`config.mk`:
```
export PLATFORM = sky130hd
export DESIGN_NAME = lzxpt_ctrl
export DESIGN_NICKNAME = d
export VERILOG_FILES = /design/src/sv/lzxpt_pkg.sv /design/src/sv/lzxpt_ctrl.sv
export VERILOG_INCLUDE_DIRS = /design/src /design/src/sv
export SDC_FILE = /design/constraint.sdc
export NUM_CORES = 1
export LEC_CHECK = 0
export ABC_CLOCK_PERIOD_IN_PS = 1590
export BUFFER_PORTS_ARGS = -buffer_cell sky130_fd_sc_hd__clkbuf_2
export CAP_MARGIN = 20
export CORE_AREA = 2 2 39 41
export DETAILED_ROUTE_END_ITERATION = 10
export DIE_AREA = 0 0 41 43
export GPL_TIMING_DRIVEN = 0
export HOLD_SLACK_MARGIN = 0.06
export SLEW_MARGIN = 20
export SYNTH_ARGS = -nofsm -noshare
export SYNTH_HDL_FRONTEND = slang
export SYNTH_SLANG_ARGS = --single-unit
```
`constraint.sdc`:
```
create_clock -name clk -period 1.59 [get_ports clk]
set_input_delay 0.159 -clock clk [delete_from_list [all_inputs] [get_ports clk]]
set_output_delay 0.159 -clock clk [all_outputs]
set_load 0.01 [all_outputs]
```
`src/sv/lzx_pretree_length_decoder_assert.svh`:
```
// Assertion macros for the LZX pretree length decoder, used by lzxpt_ctrl.
// Needs signals named clk and rst_n in the module that uses them.
`ifndef LZX_PRETREE_LENGTH_DECODER_ASSERT_SVH
`define LZX_PRETREE_LENGTH_DECODER_ASSERT_SVH

// Consequent must hold in the same cycle as the antecedent.
`define LZX_ASSERT_IMPLY(lbl, ante, cons, msg) \
  lbl: assert property (@(posedge clk) disable iff (!rst_n) (ante) |-> (cons)) \
    else $error(msg);

// Consequent must hold in the cycle after the antecedent.
`define LZX_ASSERT_NEXT(lbl, ante, cons, msg) \
  lbl: assert property (@(posedge clk) disable iff (!rst_n) (ante) |=> (cons)) \
    else $error(msg);

`endif

```
`src/sv/lzxpt_pkg.sv`:
```
// Shared types and constants for the LZX pretree length decoder.
// No dependencies; used by every module of the block but lzxpt_ram.
`default_nettype none
package lzxpt_pkg;

  localparam int PRETREE_SYMBOLS = 20;
  localparam int MAX_CODE_BITS   = 16;
  localparam int MAX_RESULTS     = 16;
  localparam int LIST_MAX        = 1024;
  localparam int SYM_MOD         = 17;

  typedef enum logic [1:0] {
    OP_LOAD_PREV = 2'd0,
    OP_START     = 2'd1,
    OP_WORD      = 2'd2,
    OP_END       = 2'd3
  } op_t;

  typedef enum logic [1:0] {
    PH_IDLE    = 2'd0,
    PH_PRETREE = 2'd1,
    PH_DECODE  = 2'd2
  } phase_t;

  typedef enum logic [2:0] {
    SUB_SYM  = 3'd0,
    SUB_Z4   = 3'd1,
    SUB_Z5   = 3'd2,
    SUB_RBIT = 3'd3,
    SUB_RSYM = 3'd4
  } sub_t;

  typedef enum logic [1:0] {
    ST_WAIT  = 2'd0,
    ST_FETCH = 2'd1,
    ST_STEP  = 2'd2,
    ST_BUILD = 2'd3
  } state_t;

  typedef struct packed {
    logic load;
    logic step;
    logic build;
  } cmd_t;

  typedef struct packed {
    logic blocked;
    logic emits;
    logic build_req;
    logic build_done;
    logic cap;
    logic out_free;
  } sts_t;

endpackage
`default_nettype wire

```
`src/sv/lzxpt_ctrl.sv`:
```
// Controller state machine: accepts requests and sequences fetch, decode
// steps and code construction. Uses lzxpt_pkg and the assertion macro header.
`default_nettype none
`include "lzx_pretree_length_decoder_assert.svh"
module lzxpt_ctrl (
  input  wire logic            clk,
  input  wire logic            rst_n,
  input  wire logic            in_valid,
  output logic                 in_ready,
  input  wire lzxpt_pkg::sts_t sts,
  output lzxpt_pkg::cmd_t      cmd
);

  lzxpt_pkg::state_t state_r, state_nxt;

  always_ff @(posedge clk) begin
    if (!rst_n) begin
      state_r <= lzxpt_pkg::ST_WAIT;
    end else begin
      state_r <= state_nxt;
    end
  end

  always_comb begin
    state_nxt = state_r;
    cmd       = '0;
    in_ready  = 1'b0;
    case (state_r)
      lzxpt_pkg::ST_WAIT: begin
        in_ready = 1'b1;
        if (in_valid) begin
          cmd.load  = 1'b1;
          state_nxt = lzxpt_pkg::ST_FETCH;
        end
      end
      // Gives the registered previous-length read time to settle.
      lzxpt_pkg::ST_FETCH: begin
        state_nxt = lzxpt_pkg::ST_STEP;
      end
      lzxpt_pkg::ST_STEP: begin
        if (sts.cap || sts.blocked) begin
          state_nxt = lzxpt_pkg::ST_WAIT;
        end else if (!sts.emits || sts.out_free) begin
          cmd.step = 1'b1;
          if (sts.build_req) begin
            state_nxt = lzxpt_pkg::ST_BUILD;
          end else if (sts.emits) begin
            state_nxt = lzxpt_pkg::ST_FETCH;
          end
        end
      end
      lzxpt_pkg::ST_BUILD: begin
        cmd.build = 1'b1;
        if (sts.build_done) begin
          state_nxt = lzxpt_pkg::ST_STEP;
        end
      end
      default: state_nxt = lzxpt_pkg::ST_WAIT;
    endcase
  end

  `LZX_ASSERT_IMPLY(a_emit_room, cmd.step && sts.emits, sts.out_free, "result lost")
  `LZX_ASSERT_IMPLY(a_cap_stops, sts.cap, !cmd.step, "step past result limit")
  `LZX_ASSERT_NEXT(a_fetch_step, state_r == lzxpt_pkg::ST_FETCH, state_r == lzxpt_pkg::ST_STEP, "fetch not followed by step")
  `LZX_ASSERT_NEXT(a_build_end, cmd.build && sts.build_done, state_r == lzxpt_pkg::ST_STEP, "build did not end")

endmodule
`default_nettype wire

```
Yosys cells after proc, flatten, opt, wreduce, memory -nomap -nowiden
Index checks and enable logic that the tools add are counted.
- register bits after elaboration: 2
- word-level logic and storage cells: 27
- bits of input ports: 9
- mux-type cells: 14
- equality and inequality tests: 7
- reduce and logical (&&, ||, !) cells: 5
- operator list (kind ; number):
    $mux 2 ; 6
    $pmux 2 s4 ; 1
    $mux 1 ; 7
    $eq 2x2->1 const B ; 2
    $ne 2x2->1 const B ; 2
    $ne 4x4->1 const B ; 1
    $reduce_and 4->1 ; 1
    $ne 3x3->1 const B ; 1
    $eq 2x1->1 const B ; 1
    $logic_not 2->1 ; 1
    $logic_or 1x1->1 ; 2
    $logic_not 1->1 ; 1

Logic depth before layout (Yosys ltp)
Gate-level depths: netlist of the first run.
- depth after elaboration: 5
- depth in mapped cells: 3

Least setup slack after synthesis of the first run
No wires, ideal clock.
- path kind: reg-to-output
- start point: register state_r[0]
- end point: output cmd[1] (netlist bit)
- cell stages (with the launch flop): 3
- slack: 368 ps
- arrival: 1063 ps
- cells stage by stage: dfxtp_1 -> or4b_4 -> a21oi_1
- RTL lines (item ; line ; text):
    from (decl) ; lzxpt_ctrl.sv:14 ; lzxpt_pkg::state_t state_r, state_nxt;
    from (signal assigned) ; lzxpt_ctrl.sv:18 ; state_r <= lzxpt_pkg::ST_WAIT;
    from (signal assigned) ; lzxpt_ctrl.sv:20 ; state_r <= state_nxt;
    to (decl) ; lzxpt_ctrl.sv:11 ; output lzxpt_pkg::cmd_t cmd

==> flow_metrics.tcl, run 1 <==
set metrics [dict create \
    p_comb_share_pct 15.9 \
    synth_simple_gate_area_share_pct 32.67 \
    cp_cell_sequence "or4b_4 > a21oi_1 > clkbuf_2" \
    reg2reg_slack_ns 0.35 \
    area_growth_pct 81.19 \
    cts.clk_slew.worst_paths_ns 0.03 \
    setup_tns_ns 0 \
    fmax_mhz 660.2 \
    die_w_um 41 \
    slew_headroom_pct 88.25 \
    ant_nets 0 \
    grt.total_usage_pct 5.305 \
    regArea_sq_um 40.04 \
    synthAdderAreaFrac_pct 0 \
    grt_max_degree 5 \
    cts.repair.resized 0 \
    synth_area_sq_um 126.4 \
    multi_input_area_sq_um 78.83 \
    first_global_vias 163 \
    ir_drop_uv 254.8 \
    powerDensity_nw_per_um2 869.8 \
    ys_seq_area_share_pct 31.68 \
    grt_pass1_wl_um 538 \
    wl_um 352 \
    synth_cell_types 12 \
    placed_cells 43 \
    postCtsSetupBuffers 0 \
    drc 0 \
    cp.arrival_ns 1.36 \
    hold_violations 0 \
    p_clk_share_pct 55.9 \
    cts.sinks 2 \
    cap_viol_max_count 0 \
    p_int_uw 154.4 \
    p_leak_uw 0.0001206 \
    port_buffers 12 \
    finalCriticalPeriod_ns 1.515 \
    worst_pin_slew_ns 0.1754 \
    num_antenna_cells 0 \
    switching_share_pct 22.47 \
    cts-hold-fix-buffers 0 \
    htree_num_levels 1 \
    p_sw_uw 44.76 \
    cts_tree "done" \
    hold_path.class "in -> reg" \
    wl_per_cell_um 7.652 \
    synth_top_family_by_area "simple AND/OR/NAND/NOR gates" \
    ys_seq_elements 2 \
    avgSynthCellArea_sq_um 8.425 \
    cts_buffers 3 \
    io_pins 13 \
    clock_skew_ns 0.002942 \
    ctsLongestPathBuffers 2 \
    cpPeakStageDelay_ns 0.55 \
    dieArea_sq_um 1763 \
    antenna_found_initial 0 \
    design_area_sq_um 229.0 \
    core_sq_um 1384 \
    reg_top3 "state_r x2" \
    setup_viol 0 \
    n_fill_cell 151 \
    cp_max_fo 4 \
    fin_crit_sh_pct 95.26 \
    placed_cell_area_sq_um 206.4 \
    initial_utilization_pct 9.132 \
    drt_first_pass_iters 2 \
    final_nets 41 \
    crit_slowest_cell "or4b_4" \
    end_kind "output port" \
    critPathKind "reg -> out" \
    largest_register "state_r" \
    netlist_instances 15 \
    layoutNonFillerInstCount 46 \
    row_count 14 \
    synth_mux_area_share_pct 7.921 \
    drive_above_1_share_pct 56.67 \
    cts_root_buf "clkbuf_4" \
    insertion_delay_ns 0.22 \
    startpoint_type "register" \
    viasPerCell 3.391 \
    rsz0062_at_grt "false" \
    seqPwrFrac_pct 28.2 \
    die_y_um 43 \
    synthesis.nets 24 \
    gp_congestion 0.5120 \
    grt_overflow 0 \
    maxSlewViolCount 0 \
    drtIter0Drc 4 \
    yosysWarnings 0 \
    synth-compound-area-share_pct 21.78 \
    vias 156 \
    required_ns 1.43 \
    largest_reg_flops 2 \
    synth_xor_area_share_pct 0 \
    outcome "complete, no violations" \
]
## power groups by stage
stage / registers, uW / clock network [uW] / logic (uW)
floorplan: 56.1 / 0 / 14.0
global placement: 56.6 / 0 / 31.4
detailed placement: 56.8 / 0 / 31.7
CTS: 56.1 / 120 / 31.9
global route: 56.7 / 122 / 35.8
finish: 56.2 / 111 / 31.6
## logic make-up (layout without fill, tap and decap cells)
group | Yosys count | count (layout)
compound gates | 4 | 4
mux | 1 | 1
flops | 2 | 2
simple gates | 6 | 6
buf+inv | 2 | 17
## synth_stat cells
cell	n	area, sq um
mux2i_1	1	10.01
o31a_1	1	8.760
inv_1	2	7.510
a21oi_1	1	5.000
and2_1	1	6.260
and2_2	1	7.510
nor2b_1	1	6.260
nor2_1	2	7.510
a31oi_1	1	6.260
or4b_4	1	13.76
dfxtp_1	2	40.04
o21a_1	1	7.510
## worst max-delay path, delay by kind of cell (launching register included)
kind            cells  cell delay, ns
flops               1            0.32
compound gates      1            0.13
simple gates        1            0.55
buf+inv             1            0.14
## per-layer routing
metal | vias up | track usage, % | share of wire (%)
li1 | 84 | - | -
met1 | 59 | 6.369 | 49
met2 | 13 | 5.625 | 31
met3 | 0 | 1.571 | 20
met4 | 0 | 8.000 | 0
met5 | - | 0 | 0
## metrics by stage
step / setup WS [ns] / total power [uW] / utilization, % / hold WS, ns
2_1_floorplan: 0.3678 / 70.10 / - / 0.2765
6_report: 0.07538 / 199.2 / 16.55 / 0.1580
3_5_place_dp: 0.3014 / 88.46 / 14.92 / 0.3906
3_3_place_gp: 0.3061 / 88.01 / 14.92 / 0.3840
5_1_grt: 0.02024 / 214.7 / 16.55 / 0.1713
4_1_cts: 0.05942 / 208.0 / 16.55 / 0.1523
## area by class of cell
| cell class | count | area share [%] |
|---|---|---|
| multi-input cells | 11 | 34.43 |
| flip-flops and latches | 2 | 17.49 |
| well taps | 16 | 8.743 |
| inverters | 2 | 3.279 |
| repair buffers | 12 | 26.23 |
| clock buffers | 3 | 9.836 |
## path summary, 6_finish.rpt
kind,from,endpoint,depth (start not counted)
worst min register to register,state_r[0],state_r[1],1
worst max register to register,state_r[0],state_r[1],3
worst min-delay path,rst_n,state_r[1],2
worst max-delay path,state_r[0],cmd[1],3
## cell usage in the layout (no fill, tap or decap)
cell,count
a21oi_1,1
a31oi_1,1
and2_1,1
and2_2,1
clkbuf_2,12
clkbuf_4,3
dfxtp_1,2
inv_1,2
mux2i_1,1
nor2_1,2
nor2b_1,1
o21a_1,1
o31a_1,1
or4b_4,1
Note: power is estimated with default switching activity, not from simulation.
==> run 2, diff against run 1 <==
CTS_BUF_LIST = sky130_fd_sc_hd__clkbuf_16   (was default)
RECOVER_POWER = 100   (was default)
==> flow_metrics.tcl, run 2 (synthesized netlist as in run 1, its figures left out) <==
set metrics [dict create \
    cp.arrival_ns 1.35 \
    row_count 14 \
    powerDensity_nw_per_um2 1647 \
    die_y_um 43 \
    wl_per_cell_um 7.783 \
    fmax_mhz 661.7 \
    viasPerCell 3.413 \
    hold_path.class "in -> reg" \
    reg_top3 "state_r x2" \
    dieArea_sq_um 1763 \
    cts_root_buf "clkbuf_16" \
    gp_congestion 0.5120 \
    drt_first_pass_iters 3 \
    cp_num_buf_inv 1 \
    critPathKind "reg -> out" \
    hold_violations 0 \
    cp_cell_sequence "or4b_4 > a21oi_1 > clkbuf_2" \
    port_buffers 12 \
    core_sq_um 1384 \
    ir_drop_uv 596.1 \
    clock_skew_ns 0.000003941 \
    rsz0062_at_grt "false" \
    ant_nets 0 \
    io_pins 13 \
    cts.sinks 2 \
    n_fill_cell 147 \
    finalCriticalPeriod_ns 1.511 \
    layoutNonFillerInstCount 46 \
    cp_max_fo 4 \
    p_leak_uw 0.0001369 \
    fin_crit_sh_pct 95.04 \
    grt.total_usage_pct 5.606 \
    startpoint_type "register" \
    grt_pass1_wl_um 558 \
    postCtsSetupBuffers 0 \
    cts_tree "done" \
    vias 157 \
    largest_register "state_r" \
    largest_reg_flops 2 \
    final_core_util_pct 20.16 \
    final_cell_mix "10 x clkbuf_2, 3 x clkbuf_16" \
    first_global_vias 157 \
    required_ns 1.43 \
    drtIter0Drc 6 \
    drc 0 \
    htree_num_levels 1 \
    placed_cell_area_sq_um 206.4 \
    slew_headroom_pct 88.23 \
    end_kind "output port" \
    final_nets 41 \
    cts.clk_slew.worst_paths_ns 0.03 \
    grt_max_degree 5 \
    cts-hold-fix-buffers 0 \
    die_w_um 41 \
    insertion_delay_ns 0.22 \
    grt_overflow 0 \
    maxSlewViolCount 0 \
    setup_tns_ns 0 \
    cts.repair.resized 0 \
    critPathTopFamily "simple AND/OR/NAND/NOR gates" \
    setup_viol 0 \
    crit_slowest_cell "or4b_4" \
    cap_viol_max_count 0 \
    wl_um 358 \
    worst_pin_slew_ns 0.1757 \
    final_common_cell "clkbuf_2" \
    antenna_found_initial 0 \
    initial_utilization_pct 9.132 \
    drive_above_1_share_pct 50.00 \
    placed_cells 43 \
    cts_buffers 3 \
    ctsLongestPathBuffers 2 \
    num_antenna_cells 0 \
    design_area_sq_um 279.0 \
    cpPeakStageDelay_ns 0.55 \
    outcome "complete, no violations" \
    area_growth_pct 120.8 \
]
## run 2: cell counts in the layout (fill, tap and decap cells not counted)
Identical to the previous run, type by type.
## run 2: power by group
part / switching [uW] / internal, uW / leakage, uW
clock network: 53.0 / 320 / 0.0000370
registers: 2.44 / 53.8 / 0.0000165
logic: 14.1 / 16.5 / 0.0000835
total: 69.6 / 390 / 0.000137
## run 2: worst paths after layout
| path | from | to | slack [ns] | depth (start not counted) |
|---|---|---|---|---|
| max | state_r[0] | cmd[1] | 0.08 | 3 |
| min | rst_n | state_r[1] | 0.16 | 2 |
| max reg2reg | state_r[0] | state_r[1] | 0.35 | 3 |
| min reg2reg | state_r[0] | state_r[1] | 0.52 | 1 |
## run 2: final cells by class
type	count	area, sq um	area share (%)
Multi-Input combinational cell	11	78.83	28.25
Inverter	2	7.507	2.691
Tap cell	16	20.02	7.175
Sequential cell	2	40.04	14.35
Clock buffer	3	75.07	26.91
Timing Repair Buffer	12	57.56	20.63
## run 2: stage by stage
stage	hold WS (ns)	total power [uW]	worst slack, ns
5_1_grt	0.1827	478.8	0.03027
3_5_place_dp	0.3906	88.46	0.3014
3_3_place_gp	0.3840	88.01	0.3061
2_1_floorplan	0.2765	70.10	0.3678
4_1_cts	0.1656	469.7	0.07031
6_report	0.1643	459.4	0.07881
## run 2: layer usage
layer	part of all wire (%)	track usage (%)	wire length, um	up-vias
met3	19	4.712	67	0
met1	53	6.688	188	60
met2	28	5.313	102	13
li1	-	-	-	84
met5	0	0	0	-
met4	0	6.000	0	0
